==> config.mk <==
export PLATFORM = sky130hd
export DESIGN_NAME = frame_validator_crc16_unit
export DESIGN_NICKNAME = d
export VERILOG_FILES = /design/src/fvc16_pkg.sv /design/src/frame_validator_crc16_unit.sv
export SDC_FILE = /design/constraint.sdc
export NUM_CORES = 1
export LEC_CHECK = 0
export ABC_CLOCK_PERIOD_IN_PS = 4600
export BUFFER_PORTS_ARGS = -buffer_cell sky130_fd_sc_hd__buf_2
export CAP_MARGIN = 25
export CORE_MARGIN = 4
export CORE_UTILIZATION = 30
export DETAILED_ROUTE_END_ITERATION = 7
export GPL_ROUTABILITY_DRIVEN = 0
export PLACE_DENSITY = 0.44
export SLEW_MARGIN = 20
export SYNTH_ARGS = -nofsm -noshare
export SYNTH_HDL_FRONTEND = slang
export SYNTH_SLANG_ARGS = --single-unit
==> constraint.sdc <==
create_clock -name clk -period 4.6 [get_ports clk]
set_clock_uncertainty 0.2 [all_clocks]
set_input_delay 0.23 -clock clk [delete_from_list [all_inputs] [get_ports clk]]
set_output_delay 0.23 -clock clk [all_outputs]
set_load 0.02 [all_outputs]
==> src/fvc16_pkg.sv <==
// ----------------------------------------------------------------------------
// fvc16_pkg
// Shared types, constants and the byte-wide CRC-16 update for the frame
// validator.
// ----------------------------------------------------------------------------
`default_nettype none

package fvc16_pkg;

    localparam int POS_W   = 6;
    localparam int BYTE_W  = 8;
    localparam int CRC_W   = 16;
    localparam int ERR_W   = 2;
    localparam int CFG_IDX_W = 2;

    typedef logic [BYTE_W-1:0] byte_t;
    typedef logic [CRC_W-1:0]  crc_t;
    typedef logic [ERR_W-1:0]  err_t;
    typedef logic [POS_W-1:0]  pos_t;
    typedef logic [CFG_IDX_W-1:0] cfg_idx_t;

    localparam crc_t CRC_INIT = 16'hFFFF;
    localparam crc_t CRC_POLY = 16'h1021;
    localparam crc_t CRC_TOP  = 16'h8000;

    localparam err_t ERR_NONE        = 2'd0;
    localparam err_t ERR_BAD_MAGIC   = 2'd1;
    localparam err_t ERR_BAD_VERSION = 2'd2;
    localparam err_t ERR_BAD_CRC     = 2'd3;

    localparam cfg_idx_t REG_FRAME_MAGIC      = 2'd0;
    localparam cfg_idx_t REG_PROTOCOL_VERSION = 2'd1;

    localparam byte_t MAGIC_RESET   = 8'h00;
    localparam byte_t VERSION_RESET = 8'h01;

    // Advance the CRC by one byte, most significant bit first.
    function automatic crc_t crc_byte(input crc_t crc_in, input byte_t data);
        crc_t c;
        c = crc_in ^ {data, 8'h00};
        for (int i = 0; i < BYTE_W; i++)
        begin
            if ((c & CRC_TOP) != '0)
            begin
                c = {c[CRC_W-2:0], 1'b0} ^ CRC_POLY;
            end
            else
            begin
                c = {c[CRC_W-2:0], 1'b0};
            end
        end
        return c;
    endfunction

endpackage

`default_nettype wire

==> src/frame_validator_crc16_unit.sv <==
// ----------------------------------------------------------------------------
// frame_validator_crc16_unit
// Checks fixed-length frames received one byte per request: magic, version
// and a little-endian CRC-16 (poly 0x1021, init 0xFFFF) over every byte before the CRC.
// ----------------------------------------------------------------------------
// Usage:
//   Byte channel (byte_valid/byte_ready): rx_byte plus frame_first, which
//   restarts the frame at position 0 and drops any partial frame.
//   Result channel (result_valid/result_ready): error_code and frame_ok,
//   one request per frame, produced by the frame's final byte only.
//   Config channel (cfg_valid/cfg_ready): cfg_index 0 sets the magic byte,
//   1 the protocol version; other indexes are ignored. cfg_ready is always
//   high. Write only while no frame is in progress.
// Timing:
//   A new byte may be accepted every cycle while byte_ready is high; a
//   held result lowers it. The result appears in the result register the
//   cycle after the final byte is accepted. Throughput is one byte per
//   cycle while no held result stalls the byte channel.
// Reset:
//   Position 0, CRC 0xFFFF, no error, magic 0x00, version 0x01, no result.
// Stall:
//   A held result blocks new bytes only while result_ready is low; when the
//   receiver takes it, a new byte is accepted in the same cycle.
// ----------------------------------------------------------------------------
`default_nettype none

module frame_validator_crc16_unit
    import fvc16_pkg::*;
#(
    parameter int FRAME_BYTES = 12
)
(
    input  wire logic           clk,
    input  wire logic           rst_n,

    input  wire logic           byte_valid,
    output logic                byte_ready,
    input  wire logic [7:0]     rx_byte,
    input  wire logic           frame_first,

    output logic                result_valid,
    input  wire logic           result_ready,
    output logic [1:0]          error_code,
    output logic                frame_ok,

    input  wire logic           cfg_valid,
    output logic                cfg_ready,
    input  wire logic [1:0]     cfg_index,
    input  wire logic [7:0]     cfg_data
);

    localparam pos_t CRC_LOW_POS = POS_W'(FRAME_BYTES - 2);

    pos_t  pos_reg,   pos_next;
    crc_t  crc_reg,   crc_next;
    err_t  err_reg,   err_next;
    byte_t low_reg,   low_next;
    byte_t magic_reg, version_reg;

    logic  result_valid_reg, result_valid_next;
    err_t  result_err_reg,   result_err_next;

    logic  accept;
    pos_t  pos_cur;
    crc_t  crc_cur;
    err_t  err_cur;
    err_t  err_chk;
    crc_t  crc_got;

    assign byte_ready   = !result_valid_reg || result_ready;
    assign accept       = byte_valid && byte_ready;
    assign cfg_ready    = 1'b1;
    assign result_valid = result_valid_reg;
    assign error_code   = result_err_reg;
    assign frame_ok     = (result_err_reg == ERR_NONE);

    always_comb
    begin
        pos_cur = frame_first ? '0 : pos_reg;
        crc_cur = frame_first ? CRC_INIT : crc_reg;
        err_cur = frame_first ? ERR_NONE : err_reg;
        crc_got = {rx_byte, low_reg};

        err_chk = err_cur;
        if (pos_cur == POS_W'(0) && rx_byte != magic_reg && err_cur == ERR_NONE)
        begin
            err_chk = ERR_BAD_MAGIC;
        end
        if (pos_cur == POS_W'(1) && rx_byte != version_reg && err_cur == ERR_NONE)
        begin
            err_chk = ERR_BAD_VERSION;
        end

        pos_next          = pos_reg;
        crc_next          = crc_reg;
        err_next          = err_reg;
        low_next          = low_reg;
        result_valid_next = result_valid_reg && !result_ready;
        result_err_next   = result_err_reg;

        if (accept)
        begin
            if (pos_cur < CRC_LOW_POS)
            begin
                crc_next = crc_byte(crc_cur, rx_byte);
                err_next = err_chk;
                pos_next = pos_cur + POS_W'(1);
            end
            else if (pos_cur == CRC_LOW_POS)
            begin
                low_next = rx_byte;
                err_next = err_chk;
                pos_next = pos_cur + POS_W'(1);
            end
            else
            begin
                // final byte: report and restart
                result_valid_next = 1'b1;
                result_err_next   = (crc_got != crc_cur && err_chk == ERR_NONE)
                                    ? ERR_BAD_CRC : err_chk;
                pos_next = '0;
                crc_next = CRC_INIT;
                err_next = ERR_NONE;
                low_next = '0;
            end
        end
    end

    always_ff @(posedge clk or negedge rst_n)
    begin
        if (!rst_n)
        begin
            pos_reg          <= '0;
            crc_reg          <= CRC_INIT;
            err_reg          <= ERR_NONE;
            low_reg          <= '0;
            result_valid_reg <= 1'b0;
            result_err_reg   <= ERR_NONE;
        end
        else
        begin
            pos_reg          <= pos_next;
            crc_reg          <= crc_next;
            err_reg          <= err_next;
            low_reg          <= low_next;
            result_valid_reg <= result_valid_next;
            result_err_reg   <= result_err_next;
        end
    end

    always_ff @(posedge clk or negedge rst_n)
    begin
        if (!rst_n)
        begin
            magic_reg   <= MAGIC_RESET;
            version_reg <= VERSION_RESET;
        end
        else if (cfg_valid && cfg_ready)
        begin
            unique case (cfg_index)
                REG_FRAME_MAGIC:      magic_reg   <= cfg_data;
                REG_PROTOCOL_VERSION: version_reg <= cfg_data;
                default:              ;
            endcase
        end
    end

    a_pos_in_frame: assert property (@(posedge clk) disable iff (!rst_n)
        int'(pos_reg) < FRAME_BYTES)
        else $error("byte position beyond frame length");

    a_first_advances: assert property (@(posedge clk) disable iff (!rst_n)
        (accept && frame_first) |=> (pos_reg == POS_W'(1)))
        else $error("frame start did not advance to position 1");

    a_result_from_byte: assert property (@(posedge clk) disable iff (!rst_n)
        $rose(result_valid) |-> $past(accept))
        else $error("result raised without an accepted byte");

    a_result_restarts: assert property (@(posedge clk) disable iff (!rst_n)
        $rose(result_valid) |-> (pos_reg == '0 && crc_reg == CRC_INIT))
        else $error("frame state not restarted after final byte");

endmodule

`default_nettype wire
Word level (Yosys, flattened, before mapping) --
Index checks and enable logic that the tools add are counted.
Storage, ports and cells: logic and storage cells 86, output and inout port bits 6, bits in latches 0, register bits 51, memories kept 0, input bits 24, memory bits (read-only) 0, bits in writable memories 0
Operators by class: bitwise operators 11, reduce and logical (&&, ||, !) cells 20, add/subtract/negate cells 1, order comparisons 1, shift operators 0, multipliers 0, mux-type cells 38, equality and inequality tests 7, div/mod/pow operators 0
Operator list (number):
- 16-bit two-way mux | 17
- 13-bit two-way mux | 8
- 3-bit NOT | 8
- 6-bit two-way mux | 3
- 16-bit inequality test | 1
- 8-bit inequality test | 2
- 16-bit bitwise XOR | 1
- 2-bit two-way mux | 6
- 2-bit logical NOT | 4
- 8-bit two-way mux | 1
- 2-bit AND reduction | 4
- 1-bit logical AND | 7
- 6-bit by 1-bit adder with 6-bit output (second input constant) | 1
- 6-bit by 1-bit equality test with 1-bit output (second input constant) | 1
- 6-bit by 4-bit equality test with 1-bit output (second input constant) | 1
- 6-bit logical NOT | 1
- 6-bit by 4-bit < comparator with 1-bit output (second input constant) | 1
- 1-bit two-way mux | 3
- 3-bit AND reduction | 1
- 2-bit by 1-bit equality test with 1-bit output (second input constant) | 1
- 1-bit logical NOT | 2
- 2-bit inequality test (second input constant) | 1
- 1-bit NOT | 2
- 1-bit logical OR | 1

Logic depth before layout (Yosys ltp) --
depth in word-level cells 33, mapped depth 13, mapped depth without buffers 9

Worst setup path after synthesis --
OpenSTA, ideal clock, no wires.
path kind in2reg, start input port frame_first, end register crc_reg[11], path slack 2091 ps, arrival time 2236 ps, buffers on the path 5, setup time 73 ps, required time 4327 ps, stages 13, cell sequence buf_6 buf_2 buf_2 buf_1 inv_1 nand2_1 inv_1 ha_1 and4_1 a21oi_1 buf_2 nor2_1 a21oi_1
On the way: longest elaborated chain between the ends 26, elaborated cells on any way between the ends 31, those cells by class order compare: 1; eq/ne: 2; mux: 25; bitwise: 2; reduce/logical: 1
Ends and longest elaborated chain:
- from (decl) | RTL line frame_validator_crc16_unit.sv:39 | input wire logic frame_first,
- 16-bit two-way mux | RTL line frame_validator_crc16_unit.sv:80 | crc_cur = frame_first ? CRC_INIT : crc_reg;
- 16-bit bitwise XOR | RTL line fvc16_pkg.sv:40 | c = crc_in ^ {data, 8'h00};
- 13-bit two-way mux | RTL line fvc16_pkg.sv:43 | if ((c & CRC_TOP) != '0)
- 16-bit two-way mux | RTL line frame_validator_crc16_unit.sv:103 | if (pos_cur < CRC_LOW_POS)
- 16-bit two-way mux | RTL line frame_validator_crc16_unit.sv:101 | if (accept)
- 3-bit NOT (no source line)
- 13-bit two-way mux | RTL line fvc16_pkg.sv:43
- 16-bit two-way mux | RTL line frame_validator_crc16_unit.sv:103
- [... 10 more ...]
- 13-bit two-way mux | RTL line fvc16_pkg.sv:43
- 16-bit two-way mux | RTL line frame_validator_crc16_unit.sv:103
- 16-bit two-way mux | RTL line frame_validator_crc16_unit.sv:101
- 13-bit two-way mux | RTL line fvc16_pkg.sv:43
- 16-bit two-way mux | RTL line frame_validator_crc16_unit.sv:103
- 16-bit two-way mux | RTL line frame_validator_crc16_unit.sv:101
- 13-bit two-way mux | RTL line fvc16_pkg.sv:43
- 16-bit two-way mux | RTL line frame_validator_crc16_unit.sv:103
- to (signal assigned) | RTL line frame_validator_crc16_unit.sv:143 | crc_reg <= crc_next;
- to (decl) | RTL line frame_validator_crc16_unit.sv:55 | crc_t crc_reg, crc_next;
Parallel ways exist; a longest one is shown, timed or not. The select of a mux whose other input is x is not followed. A chain may end at the register's enable or synchronous reset.

Worst setup path in the final report --
start register pos_reg[3], end register result_err_reg[1] (netlist: error_code[1])
On the way: longest elaborated chain between the ends 9, elaborated cells on any way between the ends 17, those cells by class order compare: 1; eq/ne: 2; mux: 4; bitwise: 2; reduce/logical: 8
Ends and longest elaborated chain:
- from (decl) | RTL line frame_validator_crc16_unit.sv:54 | pos_t pos_reg, pos_next;
- from (signal assigned) | RTL line frame_validator_crc16_unit.sv:142 | pos_reg <= pos_next;
- 6-bit two-way mux * | RTL line frame_validator_crc16_unit.sv:79 | pos_cur = frame_first ? '0 : pos_reg;
- 6-bit logical NOT | RTL line frame_validator_crc16_unit.sv:85 | if (pos_cur == POS_W'(0) && rx_byte != magic_reg && err_cur == ERR_NONE)
- 1-bit logical AND (2 in series) | RTL line frame_validator_crc16_unit.sv:85
- 2-bit two-way mux | RTL line frame_validator_crc16_unit.sv:85
- 2-bit two-way mux | RTL line frame_validator_crc16_unit.sv:89 | if (pos_cur == POS_W'(1) && rx_byte != version_reg && err_cur == ERR_NONE)
- 2-bit logical NOT | RTL line frame_validator_crc16_unit.sv:119 | result_err_next = (crc_got != crc_cur && err_chk == ERR_NONE)
- 1-bit logical AND | RTL line frame_validator_crc16_unit.sv:119
- 2-bit two-way mux | RTL line frame_validator_crc16_unit.sv:120 | ? ERR_BAD_CRC : err_chk;
- to (signal assigned) | RTL line frame_validator_crc16_unit.sv:147 | result_err_reg <= result_err_next;
- to (decl) | RTL line frame_validator_crc16_unit.sv:61 | err_t result_err_reg, result_err_next;
Mark *: on every way between the ends. The rest lies on a longest branch, timed or not.

==> summary.md <==
| Metric | Value |
|---|---|
| Startpoint Class | flop |
| DRT iter0 DRCs | 106 |
| F_max | 0.4374 GHz |
| Mapped Nets | 332 |
| Slew HR | 50.41% |
| Top cell by count, worst path | nor2_1 |
| I/O pin count | 30 |
| CTS Buffer Depth | 2 |
| H-tree depth | 2 |
| Clock tree sinks | 51 |
| Overall routing resource usage | 13.13% |
| FF+latch count, synth | 51 |
| Root Driver | clkbuf_8 |
| Mapped cell area | 0.002885 mm² |
| Flop pwr share | 48.6% |
| Worst slew pin tran | 0.7430 ns |
| Final Core Density | 35.90% |
| Switching Fraction | 32.13% |
| Antenna Violating Nets Remaining | 0 |
| Die H | 106.1 µm |
| Clk_lat worst skew | 0.30 ns |
| Total grt overflow | 0 |
| Peak VDD IR | 0.0002081 V |
| Most frequent cells in the layout | 37 x nor2_1, 34 x dfrtp_1, 30 x nand2_1, 28 x buf_2, 27 x xor2_1 |
| Async SR Flop Fraction | 100.0% |
| Clock transition at path regs | 0.09 ns |
| Critical path cell sequence | o21ai_0, a21oi_1, nand3_1, nor2_1, nor2_1, a31oi_1 |
| Max Cap Viol | 0 |
| Largest family of logic cells by synthesized area | simple AND/OR/NAND/NOR gates |
| Part of the power in combinational logic | 28.4% |
| Syn avg cell area | 9.460 µm² |
| CP bufs+invs | 0 |
| Initial Util | 31.08% |
| Simple-Gate Fraction of Synth Area | 16.96% |
| Tcrit/Tclk final | 49.70% |
| Die area | 0.01125 mm² |
| Post-synthesis compound-gate area fraction | 13.27% |
| Synth unique cells | 44 |
| Vias in the first global route | 2187 |
| CP max stage cell | nand3_1 |
| Final Hold Fails | 0 |
| Max FFs per register | 16 |
| Leakage | 1.364 nW |
| Status | completed |
| Critical Path RT | 4.62 ns |
| Pwr per Cell Area | 428.1 mW/mm² |
| Initial antenna violation count | 0 |
| Setup repair bufs after CTS | 0 |
| Total vias in the final route | 2201 |
| Post-Route WL | 6890 µm |
| Critical path peak fanout | 18 |
| Switching pwr | 458.5 µW |
| Xor/xnor share of the synthesized area | 13.62% |
| Worst path top cell family by delay | simple AND/OR/NAND/NOR gates |
| Top FF cell, synth | dfrtp_1 |
| Core area | 0.009284 mm² |
| TritonCTS buffer count | 5 |
| Final setup vio count | 0 |
| Number of remaining DRC errors | 0 |
| Worst Setup Path Type | reg2reg |
| IO Port Bufs | 28 |
| Syn-to-layout area delta | 15.52% |
| Worst min path class | in2reg |
| Final Net Count | 363 |
| WL/cell | 14.79 µm |
| Ys Warns | 0 |
| Mux cell area share after synthesis | 6.245% |
| Clock power frac | 23.0% |
| Synth Instances | 305 |
| PostCTS Resize Cnt | 0 |
| Max Slew Vio Count | 0 |
| First drt pass iteration count | 4 |
| Die Width | 106.1 µm |
| TritonCTS clock tree | yes |
| Post-DP HPWL | 4999 µm |
| Crit path DAT | 2.31 ns |
| Synth Area in Adders | 1.301% |
| Post-synthesis sequential area ratio | 44.97% |
| Share of cells above drive strength 1 | 23.15% |
| Fin crit period | 2.286 ns |
| Int Power | 968.4 µW |
| Diode count | 0 |
| Crit path largest cell delay | 0.51 ns |
| Post-CTS Hold Buffers | 9 |
| Detailed-route vias per instance | 4.723 |
| First-pass GRT wire length | 11730 µm |
| TNS Setup | 0 ns |
| Most common cell after layout, fill and taps aside | nor2_1 |
| Site Rows | 35 |
| Largest net degree at the start of global routing | 52 |
| CP Capture Type | flop |
| Unrepaired setup endpoints after global routing | no |
| Post-synth EDFFs | 0 |
per-layer routing:
metal	up-vias	GRT usage (%)	routed length [µm]
met5	-	0	0
met3	4	2.550	247
li1	1099	-	-
met2	44	19.58	3049
met4	0	2.868	70
met1	1054	19.60	3521
power by group through the flow:
| stage | Combinational, mW | Clock, mW | Sequential (mW) |
|---|---|---|---|
| 2_1_floorplan | 0.319 | 0 | 0.672 |
| 3_3_place_gp | 0.405 | 0 | 0.703 |
| 3_5_place_dp | 0.405 | 0 | 0.702 |
| 4_1_cts | 0.412 | 0.343 | 0.696 |
| 5_1_grt | 0.461 | 0.358 | 0.711 |
| 6_report | 0.405 | 0.328 | 0.693 |
worst register-to-register path: stages, from the launching register on:
cell and delay, ns:
dfrtp_1 0.45, o21ai_0 0.12, a21oi_1 0.35, nand3_1 0.51, nor2_1 0.37, nor2_1 0.07
a31oi_1 0.14
layout make-up:
class	count	area, µm²
fill	989	5951
clock inverter	2	35.03
inverter	6	22.52
timing repair buffer	39	245.2
clock buffer	6	82.58
tap	129	161.4
sequential	51	1297
multi-input combinational	233	1489
worst paths after layout:
| kind | from | to | slack, ns | depth (start not counted) |
|---|---|---|---|---|
| setup / recovery | pos_reg[3]$_DFFE_PN0P_ | error_code[1]$_DFFE_PN0P_ | 2.31 | 6 |
| hold / removal | rx_byte[1] | low_reg[1]$_DFFE_PN0P_ | 0.04 | 3 |
| setup reg to reg | pos_reg[3]$_DFFE_PN0P_ | error_code[1]$_DFFE_PN0P_ | 2.31 | 6 |
| hold reg to reg | low_reg[0]$_DFFE_PN0P_ | low_reg[0]$_DFFE_PN0P_ | 0.29 | 2 |
| max in group asynchronous | rst_n | low_reg[0]$_DFFE_PN0P_ | 3.39 | 3 |
| min in group asynchronous | rst_n | magic_reg[5]$_DFFE_PN0P_ | 0.36 | 3 |
through the flow:
stage	cell area (µm²)	setup slack [ns]	hold slack, ns	total power, mW	cells
final	3333	2.314	0.04082	1.427	466
after global routing	3333	1.989	0.04325	1.530	466
after CTS	3333	2.321	0.03891	1.451	466
after detailed placement	3126	2.067	0.2091	1.107	449
after global placement	3123	2.080	0.2096	1.108	449
after floorplan	2885	2.091	-0.2656	0.9905	305
Yosys cell counts, types with 2 or more instances:
master | number | share of area, %
a21oi_1 | 24 | 4.2
nand2_1 | 30 | 3.9
xnor2_1 | 16 | 4.9
o41ai_1 | 2 | 0.61
inv_1 | 6 | 0.78
a31oi_1 | 3 | 0.65
o22ai_1 | 2 | 0.43
xor2_1 | 27 | 8.2
or3_1 | 7 | 1.5
o21ai_0 | 24 | 4.2
and2_1 | 5 | 1.1
dfrtp_1 | 34 | 29
ha_1 | 3 | 1.3
nor2_1 | 38 | 4.9
nor2b_1 | 2 | 0.43
dfstp_2 | 17 | 15
mux2_2 | 16 | 6.2
nor3_1 | 2 | 0.35
buf_2 | 3 | 0.52
nand3_1 | 4 | 0.69
a22oi_1 | 2 | 0.52
buf_6 | 2 | 0.78
nor4_1 | 5 | 1.1
and3_1 | 2 | 0.43
clkbuf_1 | 8 | 1.0
a21o_1 | 2 | 0.52
a211oi_2 | 2 | 0.87
cell families (layout without fill, tap and decap cells):
kind of cell	after synthesis	after routing
AND/OR/NAND/NOR	103	103
AO/OA/AOI/OAI	66	66
flip-flops	51	51
XOR/XNOR	44	44
buffers and inverters	21	53
multiplexers	16	16
adder cells (fa/ha/maj)	3	3
other	1	1
Power figures use the tool's default switching activity.
